## config.mk

```make
export PLATFORM = sky130hd
export DESIGN_NAME = size_class_live_counter
export DESIGN_NICKNAME = d
export VERILOG_FILES = /design/src/design/sclc_pkg.sv /design/src/design/size_class_live_counter.sv
export SDC_FILE = /design/constraint.sdc
export NUM_CORES = 2
export LEC_CHECK = 0
export BUFFER_PORTS_ARGS = -buffer_cell sky130_fd_sc_hd__buf_4
export CAP_MARGIN = 20
export CORE_MARGIN = 2
export CORE_UTILIZATION = 60
export CTS_CLUSTER_SIZE = 40
export DETAILED_ROUTE_END_ITERATION = 8
export PLACE_DENSITY = 0.77
export RECOVER_POWER = 25
export SETUP_SLACK_MARGIN = 0.3
export SLEW_MARGIN = 20
export SYNTH_ARGS = -nofsm -noshare
export SYNTH_HDL_FRONTEND = slang
export SYNTH_SLANG_ARGS = --single-unit
```

## constraint.sdc

```tcl
create_clock -name clock -period 21.5 [get_ports clock]
set_clock_uncertainty 0.05 [all_clocks]
set_input_delay 3.225 -clock clock [delete_from_list [all_inputs] [get_ports clock]]
set_output_delay 3.225 -clock clock [all_outputs]
set_load 0.005 [all_outputs]
```

## src/design/sclc_pkg.sv

```systemverilog
// Shared types and constants for the size class live counter.
`default_nettype none

package sclc_pkg;

   // Field widths fixed by the item formats.
   localparam int SizeWidth   = 48;
   localparam int CountWidth  = 32;
   localparam int StatusWidth = 3;
   localparam int SlotWidth   = 4;
   localparam int UsedWidth   = 5;

   localparam logic [CountWidth-1:0] CountMax = '1;

   // Result status codes.
   typedef enum logic [StatusWidth-1:0] {
      ST_IGNORED   = 3'd0,
      ST_COUNTED   = 3'd1,
      ST_INSERTED  = 3'd2,
      ST_DROPPED   = 3'd3,
      ST_FREED     = 3'd4,
      ST_UNTRACKED = 3'd5
   } status_type;

   // Event kinds.
   typedef enum logic {
      CMD_ALLOCATE = 1'b0,
      CMD_FREE     = 1'b1
   } cmd_type;

   // One table entry as held in the entry memory.
   typedef struct packed {
      logic [SizeWidth-1:0]  size;
      logic [CountWidth-1:0] count;
   } entry_type;

endpackage : sclc_pkg

`default_nettype wire

```

## src/design/size_class_live_counter.sv

```systemverilog
// Top level of the size class live counter: entry memory, scan sequencer and result register.
`default_nettype none

//  Channel | Direction | Handshake             | Contents
//  req     | in        | req_tvalid/req_tready | tuser: cmd; tdata: size
//  rsp     | out       | rsp_tvalid/rsp_tready | tuser: status; tdata: slot, counts, entries
//  csr     | in        | csr_valid/csr_ready   | csr_data: tracking enable
//
// An item whose lookup reads k used entries (k at least one, at most TABLE_SLOTS) passes
// through a first read of the entry memory (S_FETCH), a compare of each entry in turn
// (S_CHECK) and a load of the output register (S_HOLD). An ignored item, or one that finds
// the table empty, goes straight to the load of the output register. The input is ready again
// once the result is loaded, so a new item is not accepted while one is still in flight.
// Reset clears the entry count, the untracked counter, the enable and all handshakes; the
// entry memory itself is not cleared since only written entries are ever read.
// A stalled result holds in the output register; the next item may be accepted meanwhile
// and its result then waits until the output register frees up.

module size_class_live_counter #(
   parameter int TABLE_SLOTS = 16
) (
   input  wire logic        clock,
   input  wire logic        reset,
   // Input items.
   input  wire logic        req_tvalid,
   output logic             req_tready,
   input  wire logic [0:0]  req_tuser,   // [0] cmd
   input  wire logic [47:0] req_tdata,   // [47:0] size
   // Result items.
   output logic             rsp_tvalid,
   input  wire logic        rsp_tready,
   output logic [2:0]       rsp_tuser,   // [2:0] status
   output logic [79:0]      rsp_tdata,   // [3:0] slot_index, [35:4] slot_count,
                                         // [67:36] untracked_total, [72:68] entries_used,
                                         // [79:73] zero
   // Configuration.
   input  wire logic        csr_valid,
   output logic             csr_ready,
   input  wire logic        csr_data
);

   import sclc_pkg::*;

   localparam int IdxWidth = (TABLE_SLOTS > 1) ? $clog2(TABLE_SLOTS) : 1;
   localparam int CntWidth = $clog2(TABLE_SLOTS + 1);

   typedef enum logic [1:0] {
      S_IDLE,
      S_FETCH,
      S_CHECK,
      S_HOLD
   } state_type;

   // Entry memory.
   entry_type mem [TABLE_SLOTS];
   entry_type rd_ff;
   logic                wr_en;
   logic [IdxWidth-1:0] wr_addr;
   entry_type           wr_data;

   // Control state.
   state_type             state_ff, state_in;
   logic                  enable_ff, enable_in;
   logic [CntWidth-1:0]   used_ff, used_in;
   logic [CountWidth-1:0] untracked_ff, untracked_in;
   logic [IdxWidth-1:0]   scan_ff, scan_in;
   logic [IdxWidth-1:0]   chk_ff, chk_in;
   logic                  rsp_valid_ff, rsp_valid_in;

   // Item being worked on.
   cmd_type              cmd_ff, cmd_in;
   logic [SizeWidth-1:0] size_ff, size_in;

   // Pending result.
   status_type            res_status_ff, res_status_in;
   logic [IdxWidth-1:0]   res_slot_ff, res_slot_in;
   logic [CountWidth-1:0] res_count_ff, res_count_in;
   logic [CountWidth-1:0] res_untracked_ff, res_untracked_in;
   logic [CntWidth-1:0]   res_used_ff, res_used_in;

   // Output register.
   logic [StatusWidth-1:0] rsp_status_ff, rsp_status_in;
   logic [SlotWidth-1:0]   rsp_slot_ff, rsp_slot_in;
   logic [CountWidth-1:0]  rsp_count_ff, rsp_count_in;
   logic [CountWidth-1:0]  rsp_untracked_ff, rsp_untracked_in;
   logic [UsedWidth-1:0]   rsp_used_ff, rsp_used_in;

   logic                  req_fire;
   cmd_type               cur_cmd;
   logic [SizeWidth-1:0]  cur_size;
   logic                  hit;
   logic                  last;
   logic                  full;
   logic                  do_miss;
   logic [31:0]           slot_wide;
   logic [31:0]           used_wide;

   assign req_tready = (state_ff == S_IDLE);
   assign csr_ready  = 1'b1;
   assign req_fire   = req_tvalid && req_tready;

   // The item in flight, taken straight from the port in the accepting cycle.
   assign cur_cmd  = (state_ff == S_IDLE) ? cmd_type'(req_tuser[0]) : cmd_ff;
   assign cur_size = (state_ff == S_IDLE) ? req_tdata : size_ff;

   // A hit needs a matching size, and for a free also a nonzero count.
   assign hit  = (rd_ff.size == size_ff) && ((cmd_ff == CMD_ALLOCATE) || (rd_ff.count != '0));
   assign last = (CntWidth'(chk_ff) + CntWidth'(1)) == used_ff;
   assign full = (used_ff == CntWidth'(TABLE_SLOTS));

   // Sequencer and read-modify-write of the scanned entry.
   always_comb begin
      state_in         = state_ff;
      enable_in        = enable_ff;
      used_in          = used_ff;
      untracked_in     = untracked_ff;
      scan_in          = scan_ff;
      chk_in           = chk_ff;
      cmd_in           = cmd_ff;
      size_in          = size_ff;
      res_status_in    = res_status_ff;
      res_slot_in      = res_slot_ff;
      res_count_in     = res_count_ff;
      res_untracked_in = res_untracked_ff;
      res_used_in      = res_used_ff;
      rsp_valid_in     = rsp_valid_ff;
      rsp_status_in    = rsp_status_ff;
      rsp_slot_in      = rsp_slot_ff;
      rsp_count_in     = rsp_count_ff;
      rsp_untracked_in = rsp_untracked_ff;
      rsp_used_in      = rsp_used_ff;
      wr_en            = 1'b0;
      wr_addr          = chk_ff;
      wr_data          = rd_ff;
      do_miss          = 1'b0;
      slot_wide        = 32'(res_slot_ff);
      used_wide        = 32'(res_used_ff);

      if (csr_valid && csr_ready) begin
         enable_in = csr_data;
      end

      // The taken result leaves the output register.
      if (rsp_valid_ff && rsp_tready) begin
         rsp_valid_in = 1'b0;
      end

      case (state_ff)
         S_IDLE: begin
            if (req_fire) begin
               cmd_in  = cur_cmd;
               size_in = cur_size;
               if (!enable_ff) begin
                  res_status_in    = ST_IGNORED;
                  res_slot_in      = '0;
                  res_count_in     = '0;
                  res_untracked_in = untracked_ff;
                  res_used_in      = used_ff;
                  state_in         = S_HOLD;
               end else if (used_ff == '0) begin
                  do_miss = 1'b1;
               end else begin
                  scan_in  = '0;
                  state_in = S_FETCH;
               end
            end
         end
         S_FETCH: begin
            // Entry zero is read at this edge.
            chk_in   = scan_ff;
            scan_in  = scan_ff + IdxWidth'(1);
            state_in = S_CHECK;
         end
         S_CHECK: begin
            if (hit) begin
               wr_en   = 1'b1;
               wr_addr = chk_ff;
               wr_data = rd_ff;
               if (cmd_ff == CMD_ALLOCATE) begin
                  if (rd_ff.count != CountMax) begin
                     wr_data.count = rd_ff.count + CountWidth'(1);
                  end
                  res_status_in = ST_COUNTED;
               end else begin
                  wr_data.count = rd_ff.count - CountWidth'(1);
                  res_status_in = ST_FREED;
               end
               res_slot_in      = chk_ff;
               res_count_in     = wr_data.count;
               res_untracked_in = untracked_ff;
               res_used_in      = used_ff;
               state_in         = S_HOLD;
            end else if (last) begin
               do_miss = 1'b1;
            end else begin
               chk_in  = scan_ff;
               scan_in = scan_ff + IdxWidth'(1);
            end
         end
         S_HOLD: begin
            if (!rsp_valid_ff || rsp_tready) begin
               rsp_valid_in     = 1'b1;
               rsp_status_in    = res_status_ff;
               rsp_slot_in      = slot_wide[SlotWidth-1:0];
               rsp_count_in     = res_count_ff;
               rsp_untracked_in = res_untracked_ff;
               rsp_used_in      = used_wide[UsedWidth-1:0];
               state_in         = S_IDLE;
            end
         end
         default: begin
            state_in = S_IDLE;
         end
      endcase

      // No used entry matched: append, drop or count an untracked free.
      if (do_miss) begin
         res_untracked_in = untracked_ff;
         res_used_in      = used_ff;
         res_slot_in      = '0;
         res_count_in     = '0;
         if (cur_cmd == CMD_ALLOCATE) begin
            if (!full) begin
               wr_en         = 1'b1;
               wr_addr       = used_ff[IdxWidth-1:0];
               wr_data.size  = cur_size;
               wr_data.count = CountWidth'(1);
               used_in       = used_ff + CntWidth'(1);
               res_status_in = ST_INSERTED;
               res_slot_in   = used_ff[IdxWidth-1:0];
               res_count_in  = CountWidth'(1);
               res_used_in   = used_ff + CntWidth'(1);
            end else begin
               res_status_in = ST_DROPPED;
            end
         end else begin
            if (untracked_ff != CountMax) begin
               untracked_in     = untracked_ff + CountWidth'(1);
               res_untracked_in = untracked_ff + CountWidth'(1);
            end
            res_status_in = ST_UNTRACKED;
         end
         state_in = S_HOLD;
      end
   end

   // Control registers.
   always_ff @(posedge clock) begin
      if (reset) begin
         state_ff     <= S_IDLE;
         enable_ff    <= 1'b0;
         used_ff      <= '0;
         untracked_ff <= '0;
         rsp_valid_ff <= 1'b0;
      end else begin
         state_ff     <= state_in;
         enable_ff    <= enable_in;
         used_ff      <= used_in;
         untracked_ff <= untracked_in;
         rsp_valid_ff <= rsp_valid_in;
      end
   end

   // Payload registers.
   always_ff @(posedge clock) begin
      scan_ff          <= scan_in;
      chk_ff           <= chk_in;
      cmd_ff           <= cmd_in;
      size_ff          <= size_in;
      res_status_ff    <= res_status_in;
      res_slot_ff      <= res_slot_in;
      res_count_ff     <= res_count_in;
      res_untracked_ff <= res_untracked_in;
      res_used_ff      <= res_used_in;
      rsp_status_ff    <= rsp_status_in;
      rsp_slot_ff      <= rsp_slot_in;
      rsp_count_ff     <= rsp_count_in;
      rsp_untracked_ff <= rsp_untracked_in;
      rsp_used_ff      <= rsp_used_in;
   end

   // Entry memory: one write port, one registered read port at the scan address.
   always_ff @(posedge clock) begin
      if (wr_en) begin
         mem[wr_addr] <= wr_data;
      end
      rd_ff <= mem[scan_ff];
   end

   assign rsp_tvalid = rsp_valid_ff;
   assign rsp_tuser  = rsp_status_ff;
   assign rsp_tdata  = {7'b0, rsp_used_ff, rsp_untracked_ff, rsp_count_ff, rsp_slot_ff};

endmodule : size_class_live_counter

`default_nettype wire
```

==> After elaboration in Yosys (flattened, before gate mapping) <==
Memories as Yosys holds them, arrays and structs flattened. A register that Yosys moved wholly into a read port is not among the register bits.
Index checks and enable logic that the tools add are counted.
{ "word_totals": {"reg_bits": 250, "output_inout_bits": 86, "word_cells": 143, "input_bits": 55, "ramBits": 1280, "n_memories": 1} }
{ "mem_list": {"columns": ["name", "words", "word_bits", "read_ports", "rd_ports_with_merged_regs", "write_ports", "line", "text"], "rows": [
  ["mem", 16, 80, 1, 1, 1, "size_class_live_counter.sv:55", "entry_type mem [TABLE_SLOTS];"]
]} }
{ "op_classes": {"addsub": 6, "bitwise_logic": 1, "n_reduce_logical": 18, "eq_ne": 18, "mux": 80} }
{ "op_table": {"columns": ["operator", "n"], "rows": [
  ["$mux 32", 14],
  ["$mux 80", 3],
  ["$pmux 32 s2", 2],
  ["$add 32x1->32 const B", 2],
  ["$mux 4", 16],
  ["$ne 32x32->1 const B", 2],
  ["$eq 48x48->1", 1],
  ["$mux 48", 1],
  ["$reduce_bool 32->1", 1],
  ["$sub 32x1->32 const B", 1],
  ["$mux 5", 6],
  ["$mux 1", 19],
  ["$mux 3", 6],
  ["$pmux 4 s2", 2],
  ["$mux 2", 6],
  ["$pmux 4 s3", 1],
  ["$pmux 5 s2", 1],
  ["$pmux 2 s4", 1],
  ["$reduce_and 4->1", 2],
  ["$ne 2x2->1 const B", 3],
  ["$ne 3x3->1 const B", 2],
  ["$pmux 3 s2", 1],
  ["$reduce_and 6->1", 1],
  ["$reduce_bool 3->1", 2],
  ["other kinds (21)", 27]
]} }

==> Depth between registers and ports, before layout <==
{ "depth": {"depth_word": 10, "mapped_depth": 12, "ltp_nobuf": 10} }

==> Least setup slack after synthesis <==
OpenSTA, ideal clock, no wires.
{ "synth_path": {"kind": "input to register", "from": "input req_tvalid", "to": "memory mem[11][0] in the netlist's numbering (enable)", "stages": 5, "arrival_ns": 18.209, "slack_ns": 2.296, "setup_ns": 0.945, "path_cell_list": "and2_1 -> nand3_1 -> a21boi_1 -> mux2_2 -> a2111oi_0"} }
{ "synth_via": {"elab_chain_cells": 6, "elab_cells_between_ends": 7, "cone_classes": "6 x mux; 1 x reduce/logical"} }
{ "synth_lines": {"columns": ["item", "line", "text"], "rows": [
  ["start, declared", "size_class_live_counter.sv:25", "input wire logic req_tvalid,"],
  ["$logic_and 1x1->1 *", "size_class_live_counter.sv:100", "assign req_fire = req_tvalid && req_tready;"],
  ["$mux 1 *", "size_class_live_counter.sv:150", "if (req_fire) begin"],
  ["$pmux 1 s2 *", "size_class_live_counter.sv:148", "case (state_ff)"],
  ["$mux 1", "size_class_live_counter.sv:217", "if (do_miss) begin"],
  ["$mux 1", "size_class_live_counter.sv:284", "if (wr_en) begin"],
  ["$mux 1 (implied by the code)", "size_class_live_counter.sv:285", "mem[wr_addr] <= wr_data;"],
  ["end, declared", "size_class_live_counter.sv:55", null]
]} }
Mark *: on every way between the ends. The rest lies on a longest branch, timed or not.

==> Final worst setup path <==
{ "layout_path": {"from": "input req_tvalid", "to": "memory mem[2][73] in the netlist's numbering (enable)"} }
Same word-level chain as after synthesis.

==> flow_summary.yaml <==
timing:
  hold_viol_final: 0
  period_needed_ps: 10260
  setup_viol: 0
  maxSlewHeadroom_pct: -549
  tns_ps: 0
  rsz0062_at_grt: "false"
  worstMarginPinSlew_ps: 9730
  slew_viol_final: 457
  fmax_mhz: 97.5
  min_period_over_period_pct: 47.7
cells_and_area:
  seqCellArea_um2: 47100
  postLayoutCoreUtil_pct: 67.6
  syn_to_final_growth_pct: 12.1
  mostFrequentLayoutCell: "edfxtp_1"
  layout_common_cells: "edfxtp_1, mux4_2, clkbuf_16"
  nets: 3218
  multi_input_area_um2: 14500
  drive_above_1_share_pct: 27.0
  fill_cells: 6344
  fin_cells: 4660
  num_antenna_cells: 0
clocking:
  clk_latency_ps: 760
  cts_root_buf: "clkbuf_16"
  clk_pin_slew_ps: 60
  cts_resized: 0
  hold_buffers: 0
  clkSinkCount: 1610
  cts_buffer_depth: 3
  cts_post_setup_buffers_inserted: 0
  htree_levels: 4
  cts_tree: "yes"
  cts_buffers: 153
route:
  drt_iter0_markers: 3803
  remaining_drc_errors: 0
  wl_um: 138000
  firstDrtPassIters: 7
  drtAntennaViolNets: 0
  vias: 30300
  vias_per_cell: 6.50
  post_drt_wl_per_cell_um: 29.6
floorplan:
  rows: 118
  fp.dieArea_um2: 106000
  initial_core_util_pct: 60.3
  core_um2: 103000
  die_h_um: 326
  die_w_um: 326
  ios: 141
global_route:
  gr-usage-all-layers_pct: 26.1
  grt_pass1_vias: 30900
  gr-total-overflow: 0
  grt_max_degree: 173
  grt_first_pass_wirelength_um: 204000
  antenna_found_initial: 4
worst_hold_path:
  holdPathStages: 0
  hp-class: "flop to flop"
worst_setup_path:
  path_buf_inv: 4
  rrSetupSlack_ps: 12410
  cp-start-kind: "input port"
  critical_path_peak_fanout: 43
  crit_chain: "clkbuf_1, and2_0, nand3_1, a21boi_4, clkbuf_1, o22ai_1, nor3b_2, buf_4, buf_4"
  r2r_cells: 3
  crit_required_ps: 21820
  max_stage_delay_ps: 2120
  cp_num_cells: 9
  cp_top_family: "buffers and inverters"
  end_kind: "flop"
  arrival_ps: 10580
  slowest_stage: "clkbuf_1"
  path_class: "input port to flop"
yosys:
  ys_types: 76
  synthMuxAreaShare_pct: 16.5
  synth_top_family_by_area: "multiplexers"
  syn_inst: 2961
  synthAdderAreaFrac_pct: 0.221
  yosys.area_share.simple_pct: 3.21
  netlist_area_um2: 62300
  ys_ff_latch: 1610
  avgSynthCellArea_um2: 21.1
  ys_top_cells_by_area: "edfxtp_1, mux4_2, dfxtp_1"
  synth_top_area_share_pct: 71.7
  seq_area_frac_synth_pct: 75.6
  synth_compound_area_share_pct: 1.25
  synth_edf_count: 1489
  synth-async-reset-ratio_pct: 0
  synth_xor_area_share_pct: 1.95
  synth_top_cell_by_area: "edfxtp_1"
  yosysWarnings: 0
  ys.flop_type: "edfxtp_1"
pwr:
  powerDensity_nw_per_um2: 138
  peakVddDrop_mv: 0.141
  p_leak_nw: 22.1
outcome:
  status: "finished, violations left"
  failed_checks: "max-capacitance violations, max-slew violations"
place:
  place_inst: 4373
  place_congestion: 0.976
  hpwl_um: 72300
  port_buffers: 132
flow_run:
  drv_cap: 8
through the flow:
stage                     power, mW  cell area (um^2)  worst slack [ps]  hold WS, ps
after detailed placement       6.87             65000             13210          355
after global placement         6.77             65000             13350          354
after global routing           9.98             69900             11030          369
final                          9.65             69900             11240          368
after CTS                      9.53             70000             14010          368
after floorplan                6.15             62400              2300          350
registers in the layout, summed over array words and instances (netlist names):
signal            flops
chk_ff                4
cmd_ff                1
enable_ff             1
mem                1280
rd_ff                80
res_count_ff         32
res_slot_ff           4
res_status_ff         3
res_untracked_ff     32
res_used_ff           5
rsp_count_ff         32
rsp_slot_ff           4
rsp_tuser             3
rsp_tvalid            1
rsp_untracked_ff     32
rsp_used_ff           5
scan_ff               4
size_ff              48
state_ff              2
untracked_ff         32
used_ff               5
metal layers:
metal	track usage [%]	up-vias	part of all wire, %
met2	43.5	1729	51
met1	35.6	15700	37
li1	-	12500	-
met3	4.52	300	8.6
met5	0	-	0.026
met4	8.85	6	3.5
area by class of cell:
cell class                 count  area share [%]
clock buffer                 219            6.20
clock inverter                64           0.963
timing repair buffer         194            1.97
inverter                      21           0.113
tap                         1380            2.47
sequential                  1610            67.5
multi-input combinational   1172            20.8
final timing paths:
kind / from / end
setup / recovery: req_tvalid / mem[2][73]
hold / removal: res_count_ff[21] / rsp_count_ff[21]
setup reg to reg: scan_ff[1] / rd_ff[53]
hold reg to reg: res_count_ff[21] / rsp_count_ff[21]
synthesized netlist by cell type, drive strengths merged (6+ instances only):
master / count
a2111oi: 9
a21oi: 24
and2: 27
and3: 15
buf: 51
clkbuf: 113
dfxtp: 121
edfxtp: 1489
ha: 11
inv: 21
mux2: 110
mux2i: 6
mux4: 400
nand2: 77
nand3: 30
nand4: 29
nor2: 109
nor2b: 16
nor3: 24
nor4: 15
o21ai: 28
o31ai: 8
or3: 20
or4: 9
xnor2: 99
xor2: 40
power by group:
group	switching, mW	total, mW	internal, mW
clock	1.12	2.66	1.54
combinational	1.39	2.57	1.18
sequential	0.203	4.42	4.22
logic make-up after synthesis:
logic type                 after synthesis
muxes                                  516
adders and majority gates               11
and+or+nand+nor                        390
other                                    2
xor gates and xnor gates               139
buffers and inverters                  185
AOI/OAI and AO/OA                      108
DFF                                   1610
Note: power is estimated with default switching activity, not from simulation.
